**src/ksc_pkg.sv**
```systemverilog
// Package for the keyword substitution cipher: function codes, character constants,
// state machine type, table access structs and the letter decode function.
// No dependencies.
package ksc_pkg;

    localparam int unsigned NUM_LETTERS = 26;

    localparam logic [1:0] FUNC_KEY = 2'd0;
    localparam logic [1:0] FUNC_ENC = 2'd1;
    localparam logic [1:0] FUNC_DEC = 2'd2;

    localparam logic [7:0] CHAR_A       = 8'h41;
    localparam logic [7:0] CHAR_Z       = 8'h5A;
    localparam logic [7:0] CHAR_LOWER_A = 8'h61;
    localparam logic [7:0] CHAR_LOWER_Z = 8'h7A;

    localparam logic [4:0] LETTER_COUNT = 5'd26;
    localparam logic [4:0] LAST_LETTER  = 5'd25;

    typedef enum logic [0:0] {
        ST_RUN,
        ST_FILL
    } state_t;

    typedef struct packed {
        logic       hit;
        logic [4:0] idx;
    } letter_t;

    // Write of one cipher position and its inverse entry.
    typedef struct packed {
        logic       en;
        logic [4:0] pos;
        logic [4:0] letter;
    } tbl_wr_t;

    // Lookup in the forward or the inverse table.
    typedef struct packed {
        logic       en;
        logic       inv;
        logic [4:0] addr;
    } tbl_rd_t;

    function automatic letter_t letter_decode(input logic [7:0] b);
        letter_t res;
        res.hit = 1'b0;
        res.idx = 5'd0;
        if (b >= CHAR_A && b <= CHAR_Z)
        begin
            res.hit = 1'b1;
            res.idx = 5'(b - CHAR_A);
        end
        else if (b >= CHAR_LOWER_A && b <= CHAR_LOWER_Z)
        begin
            res.hit = 1'b1;
            res.idx = 5'(b - CHAR_LOWER_A);
        end
        return res;
    endfunction

endpackage

```
**src/ksc_if.sv**
```systemverilog
// Valid/ready channel interfaces for the cipher input and result words.
// No dependencies.
interface ksc_in_if;
    logic       valid;
    logic       ready;
    logic [1:0] func;
    logic [7:0] in_byte;
    logic       keyword_last;

    modport source(output valid, output func, output in_byte, output keyword_last,
                   input ready);
    modport sink(input valid, input func, input in_byte, input keyword_last,
                 output ready);
endinterface

interface ksc_out_if;
    logic       valid;
    logic       ready;
    logic [7:0] out_byte;

    modport source(output valid, output out_byte, input ready);
    modport sink(input valid, input out_byte, output ready);
endinterface

```
**src/ksc_table.sv**
```systemverilog
// Forward and inverse cipher tables held in two 26-entry synchronous memories.
// Entries never written read as the identity mapping. Depends on ksc_pkg.
module ksc_table
(
    input  logic             clk,
    input  logic             rst_n,
    input  ksc_pkg::tbl_wr_t wr,
    input  ksc_pkg::tbl_rd_t rd,
    output logic [4:0]       rd_value
);

    logic [4:0] sub_mem [ksc_pkg::NUM_LETTERS];
    logic [4:0] inv_mem [ksc_pkg::NUM_LETTERS];

    logic [ksc_pkg::NUM_LETTERS-1:0] sub_vld_reg;
    logic [ksc_pkg::NUM_LETTERS-1:0] sub_vld_next;
    logic [ksc_pkg::NUM_LETTERS-1:0] inv_vld_reg;
    logic [ksc_pkg::NUM_LETTERS-1:0] inv_vld_next;

    logic [4:0] sub_q_reg;
    logic [4:0] inv_q_reg;
    logic       sub_hit_reg;
    logic       inv_hit_reg;
    logic       inv_sel_reg;
    logic [4:0] addr_reg;
    logic [4:0] pick;

    always_ff @(posedge clk)
    begin
        if (wr.en)
        begin
            sub_mem[wr.pos]    <= wr.letter;
            inv_mem[wr.letter] <= wr.pos;
        end
    end

    always_ff @(posedge clk)
    begin
        if (rd.en)
        begin
            sub_q_reg   <= sub_mem[rd.addr];
            inv_q_reg   <= inv_mem[rd.addr];
            sub_hit_reg <= sub_vld_reg[rd.addr];
            inv_hit_reg <= inv_vld_reg[rd.addr];
            inv_sel_reg <= rd.inv;
            addr_reg    <= rd.addr;
        end
    end

    always_comb
    begin
        sub_vld_next = sub_vld_reg;
        inv_vld_next = inv_vld_reg;
        if (wr.en)
        begin
            sub_vld_next[wr.pos]    = 1'b1;
            inv_vld_next[wr.letter] = 1'b1;
        end
    end

    always_ff @(posedge clk or negedge rst_n)
    begin
        if (!rst_n)
        begin
            sub_vld_reg <= '0;
            inv_vld_reg <= '0;
        end
        else
        begin
            sub_vld_reg <= sub_vld_next;
            inv_vld_reg <= inv_vld_next;
        end
    end

    always_comb
    begin
        if (inv_sel_reg)
            pick = inv_hit_reg ? inv_q_reg : addr_reg;
        else
            pick = sub_hit_reg ? sub_q_reg : addr_reg;
        rd_value = (pick >= ksc_pkg::LETTER_COUNT) ? 5'd0 : pick;
    end

endmodule

```
**src/ksc_keygen.sv**
```systemverilog
// Keyword sequencer: tracks used letters and the next cipher position, and walks
// the alphabet to fill unused letters after the last keyword word. Depends on ksc_pkg.
module ksc_keygen
(
    input  logic             clk,
    input  logic             rst_n,
    input  logic             key_accept,
    input  ksc_pkg::letter_t key_letter,
    input  logic             key_last,
    output logic             busy,
    output ksc_pkg::tbl_wr_t wr
);

    ksc_pkg::state_t state_reg;
    ksc_pkg::state_t state_next;

    logic [ksc_pkg::NUM_LETTERS-1:0] used_reg;
    logic [ksc_pkg::NUM_LETTERS-1:0] used_next;
    logic [4:0]                      fill_reg;
    logic [4:0]                      fill_next;
    logic                            building_reg;
    logic                            building_next;
    logic [4:0]                      scan_reg;
    logic [4:0]                      scan_next;

    logic [ksc_pkg::NUM_LETTERS-1:0] used_eff;
    logic [4:0]                      fill_eff;
    logic [4:0]                      cand;
    logic                            cand_ok;
    logic                            place;
    logic                            active;

    always_comb
    begin
        state_next = state_reg;
        unique case (state_reg)
            ksc_pkg::ST_RUN:
            begin
                if (key_accept && key_last)
                    state_next = ksc_pkg::ST_FILL;
            end
            ksc_pkg::ST_FILL:
            begin
                if (scan_reg == ksc_pkg::LAST_LETTER)
                    state_next = ksc_pkg::ST_RUN;
            end
            default:
            begin
                state_next = ksc_pkg::ST_RUN;
            end
        endcase
    end

    always_comb
    begin
        busy    = 1'b0;
        cand    = key_letter.idx;
        cand_ok = key_accept && key_letter.hit;
        active  = key_accept;
        unique case (state_reg)
            ksc_pkg::ST_RUN:
            begin
                busy = 1'b0;
            end
            ksc_pkg::ST_FILL:
            begin
                busy    = 1'b1;
                cand    = scan_reg;
                cand_ok = 1'b1;
                active  = 1'b1;
            end
            default:
            begin
                busy = 1'b0;
            end
        endcase
    end

    always_comb
    begin
        used_eff = building_reg ? used_reg : '0;
        fill_eff = building_reg ? fill_reg : 5'd0;
        place    = cand_ok && (fill_eff < ksc_pkg::LETTER_COUNT) && !used_eff[cand];

        wr.en     = place;
        wr.pos    = fill_eff;
        wr.letter = cand;

        used_next     = used_reg;
        fill_next     = fill_reg;
        building_next = building_reg;
        scan_next     = scan_reg;
        if (active)
        begin
            used_next     = place ? (used_eff | (ksc_pkg::NUM_LETTERS'(1) << cand)) : used_eff;
            fill_next     = fill_eff + 5'(place);
            building_next = 1'b1;
        end
        if (state_reg == ksc_pkg::ST_RUN)
            scan_next = 5'd0;
        else
            scan_next = scan_reg + 5'd1;
        if (state_reg == ksc_pkg::ST_FILL && scan_reg == ksc_pkg::LAST_LETTER)
            building_next = 1'b0;
    end

    always_ff @(posedge clk or negedge rst_n)
    begin
        if (!rst_n)
        begin
            state_reg    <= ksc_pkg::ST_RUN;
            used_reg     <= '0;
            fill_reg     <= 5'd0;
            building_reg <= 1'b0;
            scan_reg     <= 5'd0;
        end
        else
        begin
            state_reg    <= state_next;
            used_reg     <= used_next;
            fill_reg     <= fill_next;
            building_reg <= building_next;
            scan_reg     <= scan_next;
        end
    end

endmodule

```
**src/keyword_substitution_cipher.sv**
```systemverilog
// Top level of the keyword substitution cipher: input handshake, lookup stage and
// output register around ksc_keygen and ksc_table. Depends on ksc_pkg and ksc_if.
//
//  channel | dir | payload                         | word
//  din     | in  | func, in_byte, keyword_last     | keyword, encrypt or decrypt byte
//  dout    | out | out_byte                        | one per encrypt or decrypt byte
//
// Encrypt and decrypt words are taken one per cycle while the lookup stage is free or
// advancing and no alphabet fill runs; each result passes the registered table read,
// then the output register. Keyword words are taken likewise; the word marked last starts
// an alphabet fill over all 26 letters, writing each unused letter, while din.ready is low.
// After reset the tables read as the identity mapping at once; there is no clearing pass.
// A stalled dout holds its word while one further word waits in the lookup stage.
module keyword_substitution_cipher
(
    input logic     clk,
    input logic     rst_n,
    ksc_in_if.sink  din,
    ksc_out_if.source dout
);

    ksc_pkg::letter_t din_letter;
    ksc_pkg::tbl_wr_t tbl_wr;
    ksc_pkg::tbl_rd_t tbl_rd;
    logic [4:0]       rd_value;
    logic             busy;
    logic             accept;
    logic             key_accept;
    logic             text_accept;

    logic       s1_valid_reg;
    logic       s1_valid_next;
    logic       s1_letter_reg;
    logic [7:0] s1_byte_reg;
    logic       s1_adv;
    logic [7:0] s1_result;
    logic       out_valid_reg;
    logic       out_valid_next;
    logic [7:0] out_byte_reg;

    assign din_letter  = ksc_pkg::letter_decode(din.in_byte);
    assign s1_adv      = s1_valid_reg && (!out_valid_reg || dout.ready);
    assign din.ready   = !busy && (!s1_valid_reg || s1_adv);
    assign accept      = din.valid && din.ready;
    assign key_accept  = accept && (din.func == ksc_pkg::FUNC_KEY);
    assign text_accept = accept &&
                         (din.func == ksc_pkg::FUNC_ENC || din.func == ksc_pkg::FUNC_DEC);

    always_comb
    begin
        tbl_rd.en   = text_accept;
        tbl_rd.inv  = (din.func == ksc_pkg::FUNC_DEC);
        tbl_rd.addr = din_letter.hit ? din_letter.idx : 5'd0;
    end

    ksc_keygen u_keygen
    (
        .clk        (clk),
        .rst_n      (rst_n),
        .key_accept (key_accept),
        .key_letter (din_letter),
        .key_last   (din.keyword_last),
        .busy       (busy),
        .wr         (tbl_wr)
    );

    ksc_table u_table
    (
        .clk      (clk),
        .rst_n    (rst_n),
        .wr       (tbl_wr),
        .rd       (tbl_rd),
        .rd_value (rd_value)
    );

    assign s1_result = s1_letter_reg ? 8'(ksc_pkg::CHAR_A + {3'd0, rd_value}) : s1_byte_reg;

    always_comb
    begin
        s1_valid_next = s1_valid_reg;
        if (text_accept)
            s1_valid_next = 1'b1;
        else if (s1_adv)
            s1_valid_next = 1'b0;

        out_valid_next = out_valid_reg;
        if (s1_adv)
            out_valid_next = 1'b1;
        else if (dout.ready)
            out_valid_next = 1'b0;
    end

    always_ff @(posedge clk or negedge rst_n)
    begin
        if (!rst_n)
        begin
            s1_valid_reg  <= 1'b0;
            out_valid_reg <= 1'b0;
        end
        else
        begin
            s1_valid_reg  <= s1_valid_next;
            out_valid_reg <= out_valid_next;
        end
    end

    always_ff @(posedge clk)
    begin
        if (text_accept)
        begin
            s1_letter_reg <= din_letter.hit;
            s1_byte_reg   <= din.in_byte;
        end
        if (s1_adv)
            out_byte_reg <= s1_result;
    end

    assign dout.valid    = out_valid_reg;
    assign dout.out_byte = out_byte_reg;

endmodule

```
**src/flat_wrapper.sv**
```systemverilog
// flat-port wrapper written by rule: the top's interface ports become plain ports
module keyword_substitution_cipher_flat 
  (clk, rst_n, din_valid, din_func, din_in_byte, din_keyword_last, din_ready, dout_valid, dout_out_byte, dout_ready);
  ksc_in_if din_i ();
  ksc_out_if dout_i ();
  input logic clk;
  input logic rst_n;
  input wire logic [$bits(din_i.valid)-1:0] din_valid;
  input wire logic [$bits(din_i.func)-1:0] din_func;
  input wire logic [$bits(din_i.in_byte)-1:0] din_in_byte;
  input wire logic [$bits(din_i.keyword_last)-1:0] din_keyword_last;
  output wire logic [$bits(din_i.ready)-1:0] din_ready;
  output wire logic [$bits(dout_i.valid)-1:0] dout_valid;
  output wire logic [$bits(dout_i.out_byte)-1:0] dout_out_byte;
  input wire logic [$bits(dout_i.ready)-1:0] dout_ready;
  assign din_i.valid = din_valid;
  assign din_i.func = din_func;
  assign din_i.in_byte = din_in_byte;
  assign din_i.keyword_last = din_keyword_last;
  assign din_ready = din_i.ready;
  assign dout_valid = dout_i.valid;
  assign dout_out_byte = dout_i.out_byte;
  assign dout_i.ready = dout_ready;
  keyword_substitution_cipher u_core (.clk(clk), .rst_n(rst_n), .din(din_i), .dout(dout_i));
endmodule
```
**config.mk**
```make
export PLATFORM = sky130hd
export DESIGN_NAME = keyword_substitution_cipher_flat
export DESIGN_NICKNAME = d
export VERILOG_FILES = /design/src/ksc_pkg.sv /design/src/ksc_if.sv /design/src/ksc_table.sv /design/src/ksc_keygen.sv /design/src/keyword_substitution_cipher.sv /design/src/flat_wrapper.sv
export SDC_FILE = /design/constraint.sdc
export NUM_CORES = 1
export LEC_CHECK = 0
export BUFFER_PORTS_ARGS = -buffer_cell sky130_fd_sc_hd__buf_4
export CAP_MARGIN = 20
export CORE_MARGIN = 10
export CORE_UTILIZATION = 35
export CTS_CLUSTER_DIAMETER = 80
export DETAILED_ROUTE_END_ITERATION = 8
export GPL_TIMING_DRIVEN = 0
export PLACE_DENSITY = 0.58
export SYNTH_ARGS = -nofsm -noshare
export SYNTH_HDL_FRONTEND = slang
export SYNTH_SLANG_ARGS = --single-unit
```
**constraint.sdc**
```tcl
create_clock -name clk -period 3.4 [get_ports clk]
set_input_delay 0.34 -clock clk [delete_from_list [all_inputs] [get_ports clk]]
set_output_delay 0.34 -clock clk [all_outputs]
set_load 0.02 [all_outputs]
```
# Word level (Yosys, flattened, before mapping)
# Memory sizes are Yosys's and may differ from the RTL's. A register that Yosys moved wholly into a read port is not among the register bits.
# Index checks and enable logic that the tools add are counted.
# totals
output_inout_bits,10
n_memories,2
word_cells,104
input_bits,15
mem_bits_rw,260
regBits,117
# memory_table
name,words,word_bits,read_ports,rd_ports_with_merged_regs,wr,line,source
u_core.u_table.inv_mem,26,5,1,1,1,ksc_table.sv:13,logic [4:0] inv_mem [ksc_pkg::NUM_LETTERS];
u_core.u_table.sub_mem,26,5,1,1,1,ksc_table.sv:12,logic [4:0] sub_mem [ksc_pkg::NUM_LETTERS];
# classes
muxes,37
eq_ne,3
addsub,5
n_shift,1
reduce_logical,25
n_bitwise,4
magnitude_cmp,11
# op_table
op,count
$or 26x26->26,3
$mux 26,2
$mux 5,8
$shl 1x5->26 const A,1
$lt 5x6->1 const B,3
$mux 1,17
$ge 8x7->1 const B,2
$le 8x7->1 const B,2
$bmux 1 s5,3
$logic_and 1x1->1,14
$mux 6,2
$demux 1 s5,2
$ge 5x1->1 const B,2
$sub 5x1->5 const B,2
$add 7x5->8 const A,1
$mux 8,1
$reduce_bool 2->1,3
$add 5x1->5,1
$add 5x1->5 const B,1
$eq 5x5->1 const B,1
$ge 5x5->1 const B,1
$lt 5x5->1 const B,1
$logic_not 1->1,4
$pmux 1 s2,2
other kinds (5),7

# Logic depth before layout (Yosys ltp)
# Gate-level depths: netlist (run 1).
# depth
word_depth,13
mapped_depth,22
ltp_nobuf,17

# Cells and area by module
# A second synthesis (run 1) with hierarchy kept.
# hier_totals
cells_unflattened,1054
hier_area_um2,16425.8
# by_module_without_submodules
module,area_per_inst_um2,cells_each,seq_area_each_um2,n_inst
ksc_table,13128.8,734,9649.3,1
ksc_keygen,2275.9,230,950.9,1
keyword_substitution_cipher,1021.0,90,560.5,1

# Least setup slack after synthesis (run 1)
# No wires, ideal clock.
# synth_timing
path_kind,input to register
startpoint,input din_in_byte[0]
endpoint,register u_core.u_keygen.fill_reg[4]
path_stages,19
arrival_ns,4.762
path_buffers,4
required_time_ns,3.299
setup_slack_ns,-1.463
setup_ns,0.101
path_cell_list,buf_2 > inv_1 > clkbuf_1 > ha_1 > nor2b_1 > o221a_2 > o21bai_2 > o21ai_1 > nand2_1 > or4_4 > nand3_4 > buf_6 > buf_6 > nor2_1 > ha_1 > ha_1 > nand3_1 > a21oi_1 > o32ai_1
# synth_lines
item,line,source
from (decl),flat_wrapper.sv:10,input wire logic [$bits(din_i.in_byte)-1:0] din_in_byte;
to (signal assigned),ksc_keygen.sv:121,fill_reg <= fill_next;
to (decl),ksc_keygen.sv:19,logic [4:0] fill_reg;

# Final worst setup path (run 1)
# layout_timing
startpoint,input din_in_byte[0]
endpoint,"register u_core.u_table.sub_q_reg[0] (read register of u_core.u_table.sub_mem), data pin"
# layout_between
elab_chain_cells,5
elab_cells_between_ends,11
cone_classes,2 x add/sub; 4 x order compare; 3 x mux; 2 x reduce/logical
# layout_lines
item,line,source
$ge 8x7->1 or $le 8x7->1 (tied branches),ksc_pkg.sv:53,else if (b >= CHAR_LOWER_A && b <= CHAR_LOWER_Z)
$logic_and 1x1->1,ksc_pkg.sv:53,
$mux 6,ksc_pkg.sv:53,
$mux 6 (*),ksc_pkg.sv:48,if (b >= CHAR_A && b <= CHAR_Z)
$mux 5 (*),keyword_substitution_cipher.sv:53,tbl_rd.addr = din_letter.hit ? din_letter.idx : 5'd0;
to (decl),ksc_table.sv:20,logic [4:0] sub_q_reg;
# Mark *: on every way between the ends. The rest lies on a longest branch, timed or not.
# A chain may end at the register's enable or synchronous reset.

==> run metrics, run 1 <==
Synth Register Bits=387; fmax=0.303 GHz; Cells after DPL=1826; fin crit share=0.972; H-tree depth=2; Hold Vio Cnt, Final=0; Critical Path AT=3.64 ns; Max clock buf depth=3; yosys warns=0; Final Non-Filler Cells=1960; Crit. End Element=flip-flop; Synth area leader=edfxtp_1; Synth Cell Area=0.0167 sq mm; Async S/R FF share, synth=0.238; Area contributors post-synth=edfxtp_1 53%, dfrtp_1 14%, mux4_2 4.3%, nand2_1 2.6%, mux2i_1 2.5%; Die Y=238 um; Crit Path Max Fanout=11; Starting DRT DRC Count=1079; RSZ-0062 raised after global routing=true; DR vias=11100; drt via density=5.66; Avg Inst Size Synth=14.0 sq um; Critical Path RT=3.74 ns; DR pass1 iterations=5; num ports=25; max-cap violation count=0; first-pass GRT wire length=71.5 mm; Core Area=0.0469 sq mm; most frequent cell after synthesis=edfxtp_1; Top Layer Used=met5; CP peak stage delay=0.59 ns; post-synthesis net count=1216; Compound-Gate Fraction of Synth Area=0.124; Power Dens Cells=561 mW/mm^2; crit path kind=input port to flip-flop; Slew headroom=0.272; Post-route DRC=0; xor and xnor area share after synthesis=0.00210; status=complete, no violations; Final Worst Setup Slack=0.0943 ns; fin. max-slew vios=0; met3 routed WL=2.70 mm; RePlAce Congestion=0.850; minimum clock period=3.31 ns; Startpoint Class=input port; sequential fraction of the synthesis area=0.668; die area=0.0568 sq mm; ratio of cells with drive above 1 in the final layout=0.258; GRT overflow=0; Worst Hold Class=input port to flip-flop; main combinational cell family by area after synthesis=compound AO/OA/AOI/OAI gates; Final Setup Violations=0; IO Port Bufs=24; clock skew=0.0121 ns; CTS tree=done; largest net degree at the start of global routing=71; largest registers=u_core.u_table.inv_mem: 130 flops, u_core.u_table.sub_mem: 130 flops; post-place setup slack=-1.27 ns; Yosys top cell area share=0.530; worst vdd ir=0.277 mV; Syn-to-layout area delta=22.8%; simple-gate share of the synthesized area=0.0857; count of antenna diodes in the layout=0; Mapped Cells=1191; HPWL Detailed=31.2 mm; ys flop type=edfxtp_1; final net count=1349; Core Rows=79; worst-path cell chain=buf_4 > buf_12 > inv_6 > clkbuf_16 > ha_2 > nand2b_1 > o21ai_1 > nor3_1 > buf_4 > clkbuf_2 > buf_2 > nor3_1 > o311ai_0 > a21oi_1 > a31oi_1; most frequent cells after synthesis=295 x edfxtp_1, 114 x nand2_1, 92 x dfrtp_1; Core Util, Final=0.438; Post-synth EDFFs=295; setup TNS=0 ns; DR WL/cell=24.3 um; Die Wd=238 um; multiplexer share of the synthesized area=0.0774; Layout fillers=4231; Clock transition at path regs=0.07 ns; Initial Util=0.356; vias in the first global route=11100; Critical Path Slowest Stage Cell=o311ai_0; ANT nets after route=0; met1 WL=20.3 mm; Clock Tree Root=clkbuf_16; Synth Area in Adders=0.00749; Worst-Skew Late Latency=0.54 ns; # clock sinks=387; leakage=7.16 nW; routed wire length=47.6 mm; Distinct cells, synth=74; all-layer global routing usage=0.166; met2 WL=23.2 mm; clock buffer count from CTS=40; Slew @ Worst Pin=1.09 ns; initial antenna violation count=1
==> cell families after synthesis <==
group                    Yosys count
AO/OA/AOI/OAI                    274
AND/OR/NAND/NOR                  291
multiplexers                      87
XOR/XNOR                           4
buffers and inverters            138
flip-flops                       387
adder cells (fa/ha/maj)           10
==> stage by stage <==
stage | cell area [sq um] | total power, mW | hold WS (ns)
after floorplan | 17200 | 6.31 | 0.0444
after global placement | 18100 | 6.80 | 0.430
after detailed placement | 18200 | 6.85 | 0.274
after CTS | 20100 | 11.5 | 0.00502
after global routing | 20500 | 11.9 | 0.00771
final | 20500 | 11.5 | 0.0224
==> power by group <==
group | switching (mW) | leakage, nW | internal [mW]
sequential | 0.0627 | 3.89 | 5.34
combinational | 1.11 | 2.61 | 0.450
clock | 1.80 | 0.656 | 2.74
==> repair_timing <==
item                                    4_1_cts  5_1_grt
setup buffers                                33       19
gates cloned                                  4        0
endpoints found under the setup margin      298      271
pin swaps                                    23       12
resized for setup                            63       45
hold endpoints to repair                     24        0
hold buffers                                  3        0
==> area by class of cell <==
cell class                      count  area, sq um  area share
Sequential cell                   387        11200       0.544
Multi-Input combinational cell    667         5720       0.279
Clock buffer                       51         1060      0.0518
Timing Repair Buffer               89          772      0.0376
Tap cell                          607          759      0.0370
Buffer                             81          474      0.0231
Clock inverter                     20          278      0.0135
Inverter                           55          265      0.0129
Timing Repair inverter              3         22.5     0.00110
==> worst max-delay path, delay by kind of cell <==
kind / cells / cell delay (ns)
compound gates: 4 / 1.17
buf+inv: 7 / 1.37
fa+ha+maj: 1 / 0.22
simple gates: 3 / 0.51
==> layer usage <==
metal	track usage	vias to the layer above
met1	0.220	5703
met4	0.0515	2
met5	0	-
met3	0.0244	85
met2	0.278	384
li1	-	4913
==> cell usage in the layout (no fill, tap or decap), types with 15 or more instances in the layout <==
cell type	count
a21oi_1	30
buf_4	84
clkbuf_1	41
clkbuf_16	42
dfrtp_1	92
edfxtp_1	295
inv_1	47
mux2i_1	40
mux4_2	32
nand2_1	111
nand3_1	22
nor2_1	26
nor4_4	27
o21ai_0	64
o21bai_1	18
o221ai_1	40
o31ai_1	15
o41ai_1	18
==> final timing paths <==
path,from,endpoint,slack (ns),cells after the start
hold reg to reg,u_core.u_table.sub_vld_reg[11]$_DFFE_PN0N_,u_core.u_table.sub_vld_reg[11]$_DFFE_PN0N_,0.45,2
min in group asynchronous,rst_n,u_core.u_keygen.used_reg[6]$_DFFE_PN0P_,0.25,2
setup / recovery,din_in_byte[0],u_core.u_table.sub_q_reg[0]$_DFFE_PP_,0.09,15
max in group asynchronous,rst_n,u_core.u_table.sub_vld_reg[13]$_DFFE_PN0N_,2.48,3
setup reg to reg,u_core.u_keygen.state_reg$_DFF_PN0_,u_core.u_keygen.fill_reg[4]$_DFFE_PN0P_,0.15,13
hold / removal,din_in_byte[7],u_core.s1_byte_reg[7]$_DFFE_PP_,0.02,1
(Power assumes the default switching activity.)
==> run 2, diff against run 1 <==
--- a/config.mk
+++ b/config.mk
@@ -9,10 +9,12 @@
 export CAP_MARGIN = 20
 export CORE_MARGIN = 10
 export CORE_UTILIZATION = 35
+export CTS_BUF_LIST = sky130_fd_sc_hd__clkbuf_16
 export CTS_CLUSTER_DIAMETER = 80
 export DETAILED_ROUTE_END_ITERATION = 8
 export GPL_TIMING_DRIVEN = 0
 export PLACE_DENSITY = 0.58
 export SYNTH_ARGS = -nofsm -noshare
 export SYNTH_HDL_FRONTEND = slang
+export SYNTH_HIERARCHICAL = 1
 export SYNTH_SLANG_ARGS = --single-unit
==> run 2 against run 1 <==
  * The flow now finishes with violations (negative hold slack, negative setup slack)
  * Sequential power is 13% higher
  * Global-route usage is 2.0 points lower
  * Sequential share of layout area is 2.0 points higher
  * Cell count is 8.1% lower
  * Clock power is 5.9% lower
  * Clock skew is 0.0026 ns higher
  * Area after synthesis is 1.6% lower
  * Non-clock buffer count is 54 lower
  * Wire length is 13% lower
  * Via count is 13% lower
  * Power is 15% higher
  * Combinational power is 81% higher
  * Largest cell class unchanged
==> run metrics, run 2 <==
Syn-to-layout area delta=20.4% (was 22.8%); IO Port Bufs=24 (unchanged); RSZ-0062 raised after global routing=true (unchanged); drt via density=5.38 (was 5.66); clock skew=0.0147 ns (was 0.0121 ns); most frequent cells after synthesis=295 x edfxtp_1, 92 x dfrtp_1, 87 x nor2_1 (was 295 x edfxtp_1, 114 x nand2_1, 92 x dfrtp_1); ANT nets after route=0 (unchanged); Crit Path Max Fanout=7 (was 11); Clock Tree Root=clkbuf_16 (unchanged); Slew headroom=0.304 (was 0.272); HPWL Detailed=27.4 mm (was 31.2 mm); Critical Path AT=3.71 ns (was 3.64 ns); Area contributors post-synth=edfxtp_1 54%, dfrtp_1 14%, mux4_2 6.2%, mux2i_1 4.1%, or2_2 2.1% (was edfxtp_1 53%, dfrtp_1 14%, mux4_2 4.3%, nand2_1 2.6%, mux2i_1 2.5%); Critical Path RT=3.65 ns (was 3.74 ns); Die Wd=237 um (was 238 um); # clock sinks=387 (unchanged); worst vdd ir=0.308 mV (was 0.277 mV); Crit. End Element=flip-flop (unchanged); Core Util, Final=0.426 (was 0.438); DR vias=9691 (was 11100); yosys warns=6 (was 0); Mapped Cells=1054 (was 1191); minimum clock period=3.46 ns (was 3.31 ns); crit path kind=input port to flip-flop (unchanged); Core Rows=79 (unchanged); Post-route DRC=0 (unchanged); fin crit share=1.02 (was 0.972); DR pass1 iterations=5 (unchanged); Yosys top cell area share=0.539 (was 0.530); GRT overflow=0 (unchanged); Cells after DPL=1694 (was 1826); Post-synth EDFFs=295 (unchanged); final net count=1187 (was 1349); Max clock buf depth=3 (unchanged); WHS=-0.00365 ns (was 0.0224 ns); die area=0.0560 sq mm (was 0.0568 sq mm); all-layer global routing usage=0.146 (was 0.166); max-cap violation count=0 (unchanged); ratio of cells with drive above 1 in the final layout=0.300 (was 0.258); CP Buf/Inv Count=3 (was 7); Layout fillers=4177 (was 4231); largest net degree at the start of global routing=51 (was 71); initial antenna violation count=0 (was 1); clock buffer count from CTS=42 (was 40); Worst Hold Class=input port to flip-flop (unchanged); Power Dens Cells=668 mW/mm^2 (was 561 mW/mm^2); Starting DRT DRC Count=924 (was 1079); Distinct cells, synth=62 (was 74); vias in the first global route=9960 (was 11100); Clock transition at path regs=0.06 ns (was 0.07 ns); count of antenna diodes in the layout=0 (unchanged); CP peak stage delay=0.56 ns (was 0.59 ns); Final Non-Filler Cells=1802 (was 1960); Multi-input gate area=0.00545 sq mm (was 0.00572 sq mm); Hold Vio Cnt, Final=1 (was 0); post-synthesis net count=1079 (was 1216); Slew @ Worst Pin=1.04 ns (was 1.09 ns); DR WL/cell=23.0 um (was 24.3 um); Core Area=0.0465 sq mm (was 0.0469 sq mm); Startpoint Class=input port (unchanged); Synth area leader=edfxtp_1 (unchanged); status=finished with violations (was complete, no violations); routed wire length=41.4 mm (was 47.6 mm); Initial Util=0.354 (was 0.356); Most common cell on crit path=nor2_4; H-tree depth=2 (unchanged); sequential fraction of the synthesis area=0.679 (was 0.668); Post-CTS Hold Buffers=6 (was 3); Largest delay share family, worst path=simple AND/OR/NAND/NOR gates (was buffers and inverters); num ports=25 (unchanged); fin. max-slew vios=0 (unchanged); commonest non-fill, non-tap cells in the layout=295 x edfxtp_1, 91 x dfrtp_1, 67 x mux2i_1 (was 295 x edfxtp_1, 111 x nand2_1, 92 x dfrtp_1); Critical Path Slowest Stage Cell=mux4_2 (was o311ai_0); Worst-Skew Late Latency=0.55 ns (was 0.54 ns); most frequent cell after synthesis=edfxtp_1 (unchanged); FF/Latch Area=0.0112 sq mm (about the same); largest registers=u_core/u_table/inv_mem: 130 flops, u_core/u_table/sub_mem: 130 flops (was u_core.u_table.inv_mem: 130 flops, u_core.u_table.sub_mem: 130 flops); first-pass GRT wire length=62.6 mm (was 71.5 mm); leakage=6.65 nW (was 7.16 nW); Final Setup Violations=90 (was 0); RePlAce Congestion=0.875 (was 0.850); total power draw=13.2 mW (was 11.5 mW); fmax=0.289 GHz (was 0.303 GHz); commonest non-fill, non-tap cell in the layout=edfxtp_1 (unchanged); worst-path cell chain=buf_12 > inv_8 > ha_4 > nor2b_4 > o31a_1 > o21bai_4 > nor2_4 > mux2i_4 > mux4_2 > and3_4 > a22oi_2 > o211a_1 > and2_4 > nand3_2 > nor2_4 > buf_4 (was buf_4 > buf_12 > inv_6 > clkbuf_16 > ha_2 > nand2b_1 > o21ai_1 > nor3_1 > buf_4 > clkbuf_2 > buf_2 > nor3_1 > o311ai_0 > a21oi_1 > a31oi_1); CTS tree=done (unchanged); Synth Cell Area=0.0164 sq mm (was 0.0167 sq mm); Async S/R FF share, synth=0.238 (unchanged); Die Y=237 um (was 238 um); Avg Inst Size Synth=15.6 sq um (was 14.0 sq um); ys flop type=edfxtp_1 (unchanged); failing checks=negative hold slack, negative setup slack; Final Worst Setup Slack=-0.0608 ns (was 0.0943 ns); Synth Register Bits=387 (unchanged)
## run 2: path summary, 6_finish.rpt
path	start	endpoint	slack, ns	cells past startpoint
setup / recovery	din_in_byte[0]	u_core/u_table/inv_mem[7][1]$_DFFE_PP_	-0.06	16
max in group asynchronous	rst_n	u_core/u_table/inv_vld_reg[5]$_DFFE_PN0P_	2.33	3
hold reg to reg	u_core/u_table/inv_vld_reg[9]$_DFFE_PN0P_	u_core/u_table/inv_vld_reg[9]$_DFFE_PN0P_	0.46	1
min in group asynchronous	rst_n	u_core/u_table/sub_vld_reg[20]$_DFFE_PN0P_	0.36	2
hold / removal	din_in_byte[0]	u_core/s1_byte_reg[0]$_DFFE_PP_	-0.004	1
setup reg to reg	u_core/u_keygen/state_reg$_DFF_PN0_	u_core/u_table/inv_mem[7][1]$_DFFE_PP_	0.06	11
## run 2: logic make-up (layout without fill, tap and decap cells)
family,Yosys count,count (layout),share of synthesized area
compound gates,165,165,0.0755
xor+xnor,8,8,0.00427
fa+ha+maj,10,10,0.00762
simple gates,275,276,0.0897
flops,387,387,0.679
buf+inv,72,210,0.0239
mux,137,139,0.120
## run 2: per-stage QoR
step	setup WS [ns]	setup TNS, ns	instance area [sq um]
after floorplan	-0.507	-130.32	16800
after global placement	-1.61	-434.68	17700
after detailed placement	-1.58	-419.96	17900
after CTS	-0.0923	-3.66	19700
after global routing	-0.137	-17.37	19800
final	-0.0608	-2.28	19800
## run 2: final cells by class
cell class,count,area share
Sequential cell,387,0.564
Multi-Input combinational cell,598,0.276
Clock buffer,43,0.0544
Tap cell,607,0.0384
Timing Repair Buffer,66,0.0362
Buffer,50,0.0157
Clock inverter,34,0.0111
Inverter,17,0.00443
## run 2: worst reg2reg max path, cell delays in order, from the launching register on
cell and delay (ns):
dfrtp_2 0.43, buf_4 0.16, buf_4 0.15, mux2_4 0.33, mux4_2 0.33, and3_4 0.17
a22oi_2 0.18, o211a_1 0.24, and2_4 0.22, nand3_2 0.38, nor2_4 0.24, buf_4 0.20
## run 2: where the power goes
| group | internal (mW) | switching, mW | total (mW) |
|---|---|---|---|
| clock network | 2.51 | 1.78 | 4.28 |
| registers | 5.87 | 0.229 | 6.10 |
| logic | 1.04 | 1.78 | 2.82 |
## run 2: metal layers
layer	track usage	part of all wire
met3	0.0279	0.053
met4	0.0448	0.022
met5	0	0
met2	0.240	0.49
met1	0.193	0.44
## run 2: timing repair
action,in CTS,in global routing
gates cloned,3,0
setup endpoints to repair,316,312
setup buffers,23,4
endpoints found under the hold margin,48,1
gates resized for setup,69,13
pin swaps,11,18
